--- config.mk ---
export PLATFORM = sky130hd
export DESIGN_NAME = sfa_ctrl
export DESIGN_NICKNAME = d
export VERILOG_FILES = /design/src/hdl/sfa_pkg.sv /design/src/hdl/sfa_ctrl.sv
export SDC_FILE = /design/constraint.sdc
export NUM_CORES = 1
export LEC_CHECK = 0
export ABC_AREA = 0
export BUFFER_PORTS_ARGS = -buffer_cell sky130_fd_sc_hd__clkbuf_2
export CAP_MARGIN = 5
export CORE_MARGIN = 4
export CORE_UTILIZATION = 45
export CTS_CLUSTER_DIAMETER = 200
export DETAILED_ROUTE_END_ITERATION = 8
export PLACE_DENSITY = 0.71
export SLEW_MARGIN = 25
export SYNTH_ARGS = -nofsm -noshare
export SYNTH_HDL_FRONTEND = slang
export SYNTH_SLANG_ARGS = --single-unit
--- constraint.sdc ---
create_clock -name clock -period 3.85 [get_ports clock]
set_input_delay 0.5775 -clock clock [delete_from_list [all_inputs] [get_ports clock]]
set_output_delay 0.5775 -clock clock [all_outputs]
set_load 0.03 [all_outputs]
--- src/hdl/sfa_pkg.sv ---
// Package for the slot free-list allocator: sizes, codes and payload types.
package sfa_pkg;

   localparam int SLOT_CAPACITY = 1024;
   localparam int SLOT_W        = $clog2(SLOT_CAPACITY);
   localparam int COUNT_W       = $clog2(SLOT_CAPACITY + 1);

   localparam logic OP_ALLOC   = 1'b0;
   localparam logic OP_RELEASE = 1'b1;

   typedef enum logic [1:0] {
      ST_OK          = 2'd0,
      ST_FULL        = 2'd1,
      ST_BAD_RELEASE = 2'd2
   } status_type;

   typedef enum logic {
      FSM_IDLE,
      FSM_EXEC
   } fsm_type;

   typedef struct packed {
      logic        opcode;
      logic [9:0]  slot_in;
   } req_type;

   typedef struct packed {
      logic [1:0]  status;
      logic [9:0]  slot_out;
      logic [10:0] high_water;
   } rsp_type;

   typedef struct packed {
      logic              stack_rd_en;
      logic [SLOT_W-1:0] stack_rd_addr;
      logic              stack_wr_en;
      logic [SLOT_W-1:0] stack_wr_addr;
      logic [SLOT_W-1:0] stack_wr_data;
      logic              mark_rd_en;
      logic [SLOT_W-1:0] mark_rd_addr;
      logic              mark_wr_en;
      logic [SLOT_W-1:0] mark_wr_addr;
      logic              mark_wr_data;
   } mem_cmd_type;

endpackage

--- src/hdl/sfa_ctrl.sv ---
// Allocator sequencer: counters, read-modify-write of stack and marks, result register.
module sfa_ctrl (
   input  logic                        clock,
   input  logic                        reset,
   input  logic                        req_valid,
   output logic                        req_stall,
   input  sfa_pkg::req_type            req_data,
   output logic                        rsp_valid,
   input  logic                        rsp_stall,
   output sfa_pkg::rsp_type            rsp_data,
   output sfa_pkg::mem_cmd_type        mem_cmd,
   input  logic [sfa_pkg::SLOT_W-1:0]  stack_rd_data,
   input  logic                        mark_rd_data
);

   sfa_pkg::fsm_type                 state_ff, state_in;
   logic                             op_ff, op_in;
   logic [sfa_pkg::SLOT_W-1:0]       slot_ff, slot_in;
   logic [sfa_pkg::COUNT_W-1:0]      free_depth_ff, free_depth_in;
   logic [sfa_pkg::COUNT_W-1:0]      used_count_ff, used_count_in;
   logic                             rsp_valid_ff, rsp_valid_in;
   sfa_pkg::rsp_type                 rsp_data_ff, rsp_data_in;

   logic                             accept;
   logic                             go;
   logic                             bad;
   logic [sfa_pkg::COUNT_W-1:0]      slot_ext;
   logic [sfa_pkg::COUNT_W-1:0]      grant_ext;
   logic [sfa_pkg::SLOT_W-1:0]       grant;
   sfa_pkg::status_type              status;
   logic [sfa_pkg::SLOT_W-1:0]       slot_res;

   always_ff @(posedge clock) begin
      if (reset) begin
         state_ff      <= sfa_pkg::FSM_IDLE;
         free_depth_ff <= '0;
         used_count_ff <= '0;
         rsp_valid_ff  <= 1'b0;
      end else begin
         state_ff      <= state_in;
         free_depth_ff <= free_depth_in;
         used_count_ff <= used_count_in;
         rsp_valid_ff  <= rsp_valid_in;
      end
   end

   always_ff @(posedge clock) begin
      op_ff       <= op_in;
      slot_ff     <= slot_in;
      rsp_data_ff <= rsp_data_in;
   end

   assign req_stall = (state_ff != sfa_pkg::FSM_IDLE);
   assign accept    = req_valid & ~req_stall;
   assign go        = ~rsp_valid_ff | ~rsp_stall;
   assign slot_ext  = sfa_pkg::COUNT_W'(slot_ff);
   assign grant_ext = sfa_pkg::COUNT_W'(grant);

   always_comb begin
      state_in      = state_ff;
      op_in         = op_ff;
      slot_in       = slot_ff;
      free_depth_in = free_depth_ff;
      used_count_in = used_count_ff;
      rsp_valid_in  = rsp_valid_ff & rsp_stall;
      rsp_data_in   = rsp_data_ff;
      bad           = 1'b0;
      grant         = '0;
      status        = sfa_pkg::ST_OK;
      slot_res      = '0;

      mem_cmd               = '0;
      mem_cmd.stack_rd_en   = accept;
      mem_cmd.stack_rd_addr = sfa_pkg::SLOT_W'(free_depth_ff - 1'b1);
      mem_cmd.mark_rd_en    = accept;
      mem_cmd.mark_rd_addr  = sfa_pkg::SLOT_W'(req_data.slot_in);

      case (state_ff)
         sfa_pkg::FSM_IDLE: begin
            if (accept) begin
               op_in    = req_data.opcode;
               slot_in  = sfa_pkg::SLOT_W'(req_data.slot_in);
               state_in = sfa_pkg::FSM_EXEC;
            end
         end
         sfa_pkg::FSM_EXEC: begin
            if (op_ff == sfa_pkg::OP_ALLOC) begin
               if (free_depth_ff != '0) begin
                  grant                = stack_rd_data;
                  slot_res             = grant;
                  free_depth_in        = free_depth_ff - 1'b1;
                  mem_cmd.mark_wr_en   = go & (grant_ext < sfa_pkg::COUNT_W'(sfa_pkg::SLOT_CAPACITY));
                  mem_cmd.mark_wr_addr = grant;
                  mem_cmd.mark_wr_data = 1'b1;
               end else if (used_count_ff >= sfa_pkg::COUNT_W'(sfa_pkg::SLOT_CAPACITY)) begin
                  status = sfa_pkg::ST_FULL;
               end else begin
                  grant                = sfa_pkg::SLOT_W'(used_count_ff);
                  slot_res             = grant;
                  used_count_in        = used_count_ff + 1'b1;
                  mem_cmd.mark_wr_en   = go;
                  mem_cmd.mark_wr_addr = grant;
                  mem_cmd.mark_wr_data = 1'b1;
               end
            end else begin
               slot_res = slot_ff;
               bad = (slot_ext >= used_count_ff)
                  || (slot_ext >= sfa_pkg::COUNT_W'(sfa_pkg::SLOT_CAPACITY))
                  || !mark_rd_data
                  || (free_depth_ff >= sfa_pkg::COUNT_W'(sfa_pkg::SLOT_CAPACITY));
               if (bad) begin
                  status = sfa_pkg::ST_BAD_RELEASE;
               end else begin
                  free_depth_in         = free_depth_ff + 1'b1;
                  mem_cmd.mark_wr_en    = go;
                  mem_cmd.mark_wr_addr  = slot_ff;
                  mem_cmd.mark_wr_data  = 1'b0;
                  mem_cmd.stack_wr_en   = go;
                  mem_cmd.stack_wr_addr = sfa_pkg::SLOT_W'(free_depth_ff);
                  mem_cmd.stack_wr_data = slot_ff;
               end
            end
            if (go) begin
               rsp_valid_in           = 1'b1;
               rsp_data_in.status     = status;
               rsp_data_in.slot_out   = 10'(slot_res);
               rsp_data_in.high_water = 11'(used_count_in);
               state_in               = sfa_pkg::FSM_IDLE;
            end else begin
               free_depth_in = free_depth_ff;
               used_count_in = used_count_ff;
            end
         end
         default: begin
            state_in = sfa_pkg::FSM_IDLE;
         end
      endcase
   end

   assign rsp_valid = rsp_valid_ff;
   assign rsp_data  = rsp_data_ff;

endmodule

# Word level (Yosys, flattened, before mapping)
# Index checks and enable logic that the tools add are counted.
[word_totals] regBits=58 elab_cells=62
[op_classes] mux=28 addsub=3 n_lt_le_gt_ge=5 n_eq_ne=1 n_bitwise=7 reduce_logical=9
[ops] operator="11-bit two-way mux" n=6
[ops] operator="21-bit two-way mux" n=3
[ops] operator="12-bit two-way mux" n=5
[ops] operator="10-bit two-way mux" n=5
[ops] operator="11-bit by 1-bit adder with 11-bit output, second input constant" n=2
[ops] operator="11-bit greater-or-equal comparator, second input constant" n=2
[ops] operator="10-bit by 11-bit greater-or-equal comparator with 1-bit output" n=1
[ops] operator="10-bit by 11-bit greater-or-equal comparator with 1-bit output, second input constant" n=1
[ops] operator="10-bit by 11-bit less-than comparator with 1-bit output, second input constant" n=1
[ops] operator="11-bit nonzero test" n=1
[ops] operator="11-bit by 1-bit subtractor with 11-bit output, second input constant" n=1
[ops] operator="1-bit two-way mux" n=6
[ops] operator="2-bit two-way mux" n=2
[ops] operator="2-bit AND reduction" n=2
[ops] operator="4-bit AND reduction" n=1
[ops] operator="1-bit bitwise AND" n=3
[ops] operator="1-bit logical OR" n=3
[ops] operator="1-bit NOT" n=3
[ops] operator="2-bit inequality test, second input constant" n=1
[ops] operator="1-bit one-hot mux with 2 select lines" n=1
[ops] operator="2-bit nonzero test" n=1
[ops] operator="1-bit logical NOT" n=1
[ops] operator="1-bit bitwise OR" n=1

# Longest topological paths before layout
[depth] word_depth=10 depth_mapped=10

# Worst setup path after synthesis
# No wires, ideal clock.
[synth_path] kind="reg-to-output" startpoint="register used_count_ff[4] in the netlist's numbering" endpoint="output port mem_cmd[1] in the netlist's numbering" path_slack_ns=0.696 required_time_ns=3.273 path_stages_with_launch=10 arrival_time_ns=2.577 path_cell_list="dfxtp_1 -> clkbuf_1 -> inv_1 -> ha_1 -> a21oi_1 -> o21ai_0 -> a31oi_1 -> nand2_1 -> nor3_1 -> o21bai_1"
[synth_rtl] item="start, declared" line="sfa_ctrl.sv:20" source="logic [sfa_pkg::COUNT_W-1:0] used_count_ff, used_count_in;"
[synth_rtl] item="start signal, assigned" line="sfa_ctrl.sv:42" source="used_count_ff <= used_count_in;"
[synth_rtl] item="end, declared" line="sfa_ctrl.sv:11" source="output sfa_pkg::mem_cmd_type mem_cmd,"

==> results.txt <==
----------------------------------------------------
[Outcome]
  Run status ... finished, final reports clean

[Timing]
  Final setup viols ... 0
  Transition at the pin with the smallest max-transition slack ... 769 ps
  Setup repair after global routing missed its margin ... no
  Time the final worst path needs with I/O delays and setup ... 3450 ps
  Slew margin rel. ... approximately half
  Maximum clock skew at final layout ... 8.89 ps
  Hold Violations, Final ... 0
  Setup TNS ... 0 ps
  Maximum operating frequency ... 290 MHz
  Max Slew Vio Count ... 0
  Final period util ... about nine tenths

[Hold path]
  Hold path cells ... 1
  Classification of the worst-slack hold path ... input port to flop

[Critical path]
  Critical path, cell by cell ... inv_1 > ha_1 > a211oi_1 > o21ai_0 > a31oi_1 > nand2_1 > nor2_1 > buf_4 > o2bb2ai_1 > clkbuf_2
  Worst setup path startpoint ... used_count_ff[6]
  Worst path slowest cell ... sky130_fd_sc_hd__dfxtp_1
  Setup crit end ... mem_cmd[2]
  Highest fanout seen on the critical path ... 25
  Flop2flop setup slack ... 1110 ps
  Required time reported for the critical path endpoint ... 3270 ps
  Worst Path Class, Setup ... flop to output pin
  Source of the worst register-to-register timing path ... free_depth_ff[0]
  Cell depth of the worst flop-to-flop path ... 8
  Type of element capturing the critical path ... output pin
  Startpoint types ... flop
  Endpoint of the most critical register-to-register path ... used_count_ff[6]
  Crit path DAT ... 2870 ps
  Delay of the slowest critical-path stage ... 390 ps

[Clocking]
  Clock tree from TritonCTS ... yes
  Number of buffers created by CTS ... 9
  Skew-Pair Late Insertion Delay ... approximately 340 ps
  Deepest level of the CTS H-tree ... 3
  Root buffer cell ... sky130_fd_sc_hd__clkbuf_8
  Clock sink count ... 58
  Post_cts resized ... 0
  Clock slew at the register clock pins of the worst setup and hold paths ... around 60 ps
  Maximum root-to-sink buffer count ... 2
  Post-CTS Hold Buffers ... 0
  Post-CTS Repair Setup Buffers ... 0

[Power]
  Pwr/cell area ... 411 nW/um^2
  Power, Total ... 1740 uW
  Static leakage ... roughly 0.0017 uW
  Worst vdd ir ... ~0.25 mV

[Placement]
  Weighted congestion at the end of routability-driven global placement ... ~0.89
  Count of buffers inserted at the top-level ports ... roughly 110
  Final HPWL from detailed placement ... 6.87 mm

[Detailed routing]
  Wire per inst ... 16.3 um
  Iteration count of the initial detailed-routing pass ... 4
  Vias after detailed routing ... 3197
  Sum of routed wire length over all layers ... 9.49 mm
  DR iter-0 viols ... 207
  Count of unresolved DRC violations after routing ... 0
  Via density ... 5.48
  Antenna-violating nets left ... 0

[Die]
  Count of boundary I/O pins ... 106
  Die area ... approximately 9300 sq um
  Overall die height ... 96.5 um
  Area of the core region ... 7690 sq um
  Chip width ... 96.5 um
  Initial core utilization ... 45.9%
  Row Count ... 32

[Synthesis]
  Number of different library cells in the post-synthesis netlist ... 47
  Number of flops mapped to enable cells by yosys ... 34
  Biggest area contributors in the synthesized netlist ... sky130_fd_sc_hd__edfxtp_1 29%, sky130_fd_sc_hd__dfxtp_1 14%, sky130_fd_sc_hd__ha_1 5.7%
  Post-synthesis sequential area ratio ... 42.6%
  Yosys Warn Count ... 0
  Cell type with the largest total area after synthesis ... sky130_fd_sc_hd__edfxtp_1
  Synth Net Count ... 432
  Most frequent cells after synthesis ... 38 x sky130_fd_sc_hd__nor2_1, 34 x sky130_fd_sc_hd__a21oi_1, 34 x sky130_fd_sc_hd__edfxtp_1, 28 x sky130_fd_sc_hd__nor3_1, 24 x sky130_fd_sc_hd__dfxtp_1
  Netlist Area Pre-Place ... 3530 sq um
  Post-synth top flop ... sky130_fd_sc_hd__edfxtp_1
  Mean post-synth cell area ... ~9 sq um
  Cells after Synth ... 390
  Post-synthesis register bit count ... a little under 60
  Proportion of register bits with asynchronous set or reset after synthesis ... 0%
  Synth top area share ... 29.0%
  Cell with the most instances after synthesis ... sky130_fd_sc_hd__nor2_1

[GRT]
  Initial antenna violation count ... 0
  Total track usage ... between 20% and 30%
  Wire length of the first global-routing pass ... 14.8 mm
  Total overflow reported by the global router ... 0
  Pin count of the biggest net entering global routing ... 32
  Via count of the first global-routing pass ... just over 3000

[Final layout]
  Antenna diode instance count ... 0
  Fraction of layout instances using a drive strength above 1 ... 27.9%
  Total number of nets in the final design ... 518
  Fin util ... between 50% and 60%
  Filler cell count in the final layout ... around 720
  Synth-to-Final Area Change ... 20.5%

[Job]
  Maximum capacitance violations ... 0

----------------------------------------------------
==> cell families (layout without fill, tap and decap cells) <==
kind of cell	Yosys count	count (layout)	synth area share [%]
compound gates	74	74	12.9
xor+xnor	25	25	6.21
fa+ha+maj	16	16	5.68
buf+inv	54	145	7.27
flops	58	58	42.6
mux	5	5	1.45
simple gates	158	158	23.9
==> sequential cells by signal, indices dropped and copies added (netlist names) <==
register / count
req_stall: 1
rsp_data: 23
slot_ff: 10
free_depth_ff: 11
rsp_valid: 1
op_ff: 1
used_count_ff: 11
==> through the flow <==
stage               worst slack (ps)  hold WS [ps]  instance area, sq um  instances
floorplan                        696           465                  3530        390
global placement                 895           484                  4040        567
detailed placement               834           492                  4040        567
CTS                              444           411                  4240        583
global route                     240           411                  4250        583
finish                           399           419                  4250        583
==> how the worst min path moves through the flow <==
stage,start,end,slack [ps]
after CTS,req_data[10],op_ff,410
after floorplan,free_depth_ff[10],free_depth_ff[10],470
after global routing,req_data[10],op_ff,410
after detailed placement,free_depth_ff[10],free_depth_ff[10],490
final,req_data[10],op_ff,420
after global placement,free_depth_ff[10],free_depth_ff[10],480
==> worst max-delay path: cells and delay by family, from the launching register on <==
| family | cells | cell delay [ps] |
|---|---|---|
| AO/OA/AOI/OAI | 4 | 780 |
| AND/OR/NAND/NOR | 2 | 360 |
| buffers and inverters | 3 | 680 |
| flip-flops | 1 | 390 |
| adder cells (fa/ha/maj) | 1 | 320 |
==> layout by cell type (no fill, tap or decap), types with 3 or more instances in the layout <==
| master | Yosys | final |
|---|---|---|
| sky130_fd_sc_hd__xor2_1 | 5 | 5 |
| sky130_fd_sc_hd__ha_1 | 16 | 16 |
| sky130_fd_sc_hd__o2bb2ai_1 | 8 | 8 |
| sky130_fd_sc_hd__o21ai_0 | 11 | 11 |
| sky130_fd_sc_hd__a31oi_1 | 4 | 4 |
| sky130_fd_sc_hd__nor2_1 | 38 | 38 |
| sky130_fd_sc_hd__dfxtp_1 | 24 | 24 |
| sky130_fd_sc_hd__nor3b_1 | 3 | 3 |
| sky130_fd_sc_hd__mux2i_1 | 4 | 4 |
| sky130_fd_sc_hd__nand4_1 | 4 | 4 |
| sky130_fd_sc_hd__and2_1 | 20 | 20 |
| sky130_fd_sc_hd__a21oi_1 | 34 | 33 |
| sky130_fd_sc_hd__inv_1 | 16 | 16 |
| sky130_fd_sc_hd__clkbuf_2 | 0 | 105 |
| sky130_fd_sc_hd__edfxtp_1 | 34 | 34 |
| sky130_fd_sc_hd__nand3_1 | 14 | 14 |
| sky130_fd_sc_hd__o31ai_1 | 6 | 6 |
| sky130_fd_sc_hd__or3_1 | 5 | 5 |
| sky130_fd_sc_hd__nand2_1 | 21 | 21 |
| sky130_fd_sc_hd__xnor2_1 | 20 | 20 |
| sky130_fd_sc_hd__clkbuf_8 | 0 | 9 |
| sky130_fd_sc_hd__or4_1 | 5 | 5 |
| sky130_fd_sc_hd__and3_1 | 3 | 3 |
| sky130_fd_sc_hd__nor3_1 | 28 | 28 |
| sky130_fd_sc_hd__nor2b_1 | 6 | 6 |
| sky130_fd_sc_hd__buf_4 | 12 | 6 |
==> power by group <==
group	internal, uW	total [uW]	switching, uW
sequential	696	723	27.7
combinational	124	416	292
clock	360	606	246
total	1180	1740	565
==> layer usage <==
layer / vias to the layer above / share of wire (%) / global-route usage [%]
met3: 15 / 7.3 / 4.18
li1: 1551 / - / -
met4: 0 / 1.5 / 7.59
met5: - / 0 / 0
met2: 141 / 47 / 33.4
met1: 1490 / 44 / 27.7
==> area by class of cell <==
class                      instances  area (sq um)  share of cell area [%]
inverter                          18          67.6                    1.59
tap                              102           128                    3.00
sequential                        58          1500                    35.3
clock buffer                      10           128                    3.00
timing repair buffer             111           571                    13.4
multi-input combinational        278          1770                    41.7
clock inverter                     6          81.3                    1.91
Note: power is estimated with default switching activity, not from simulation.
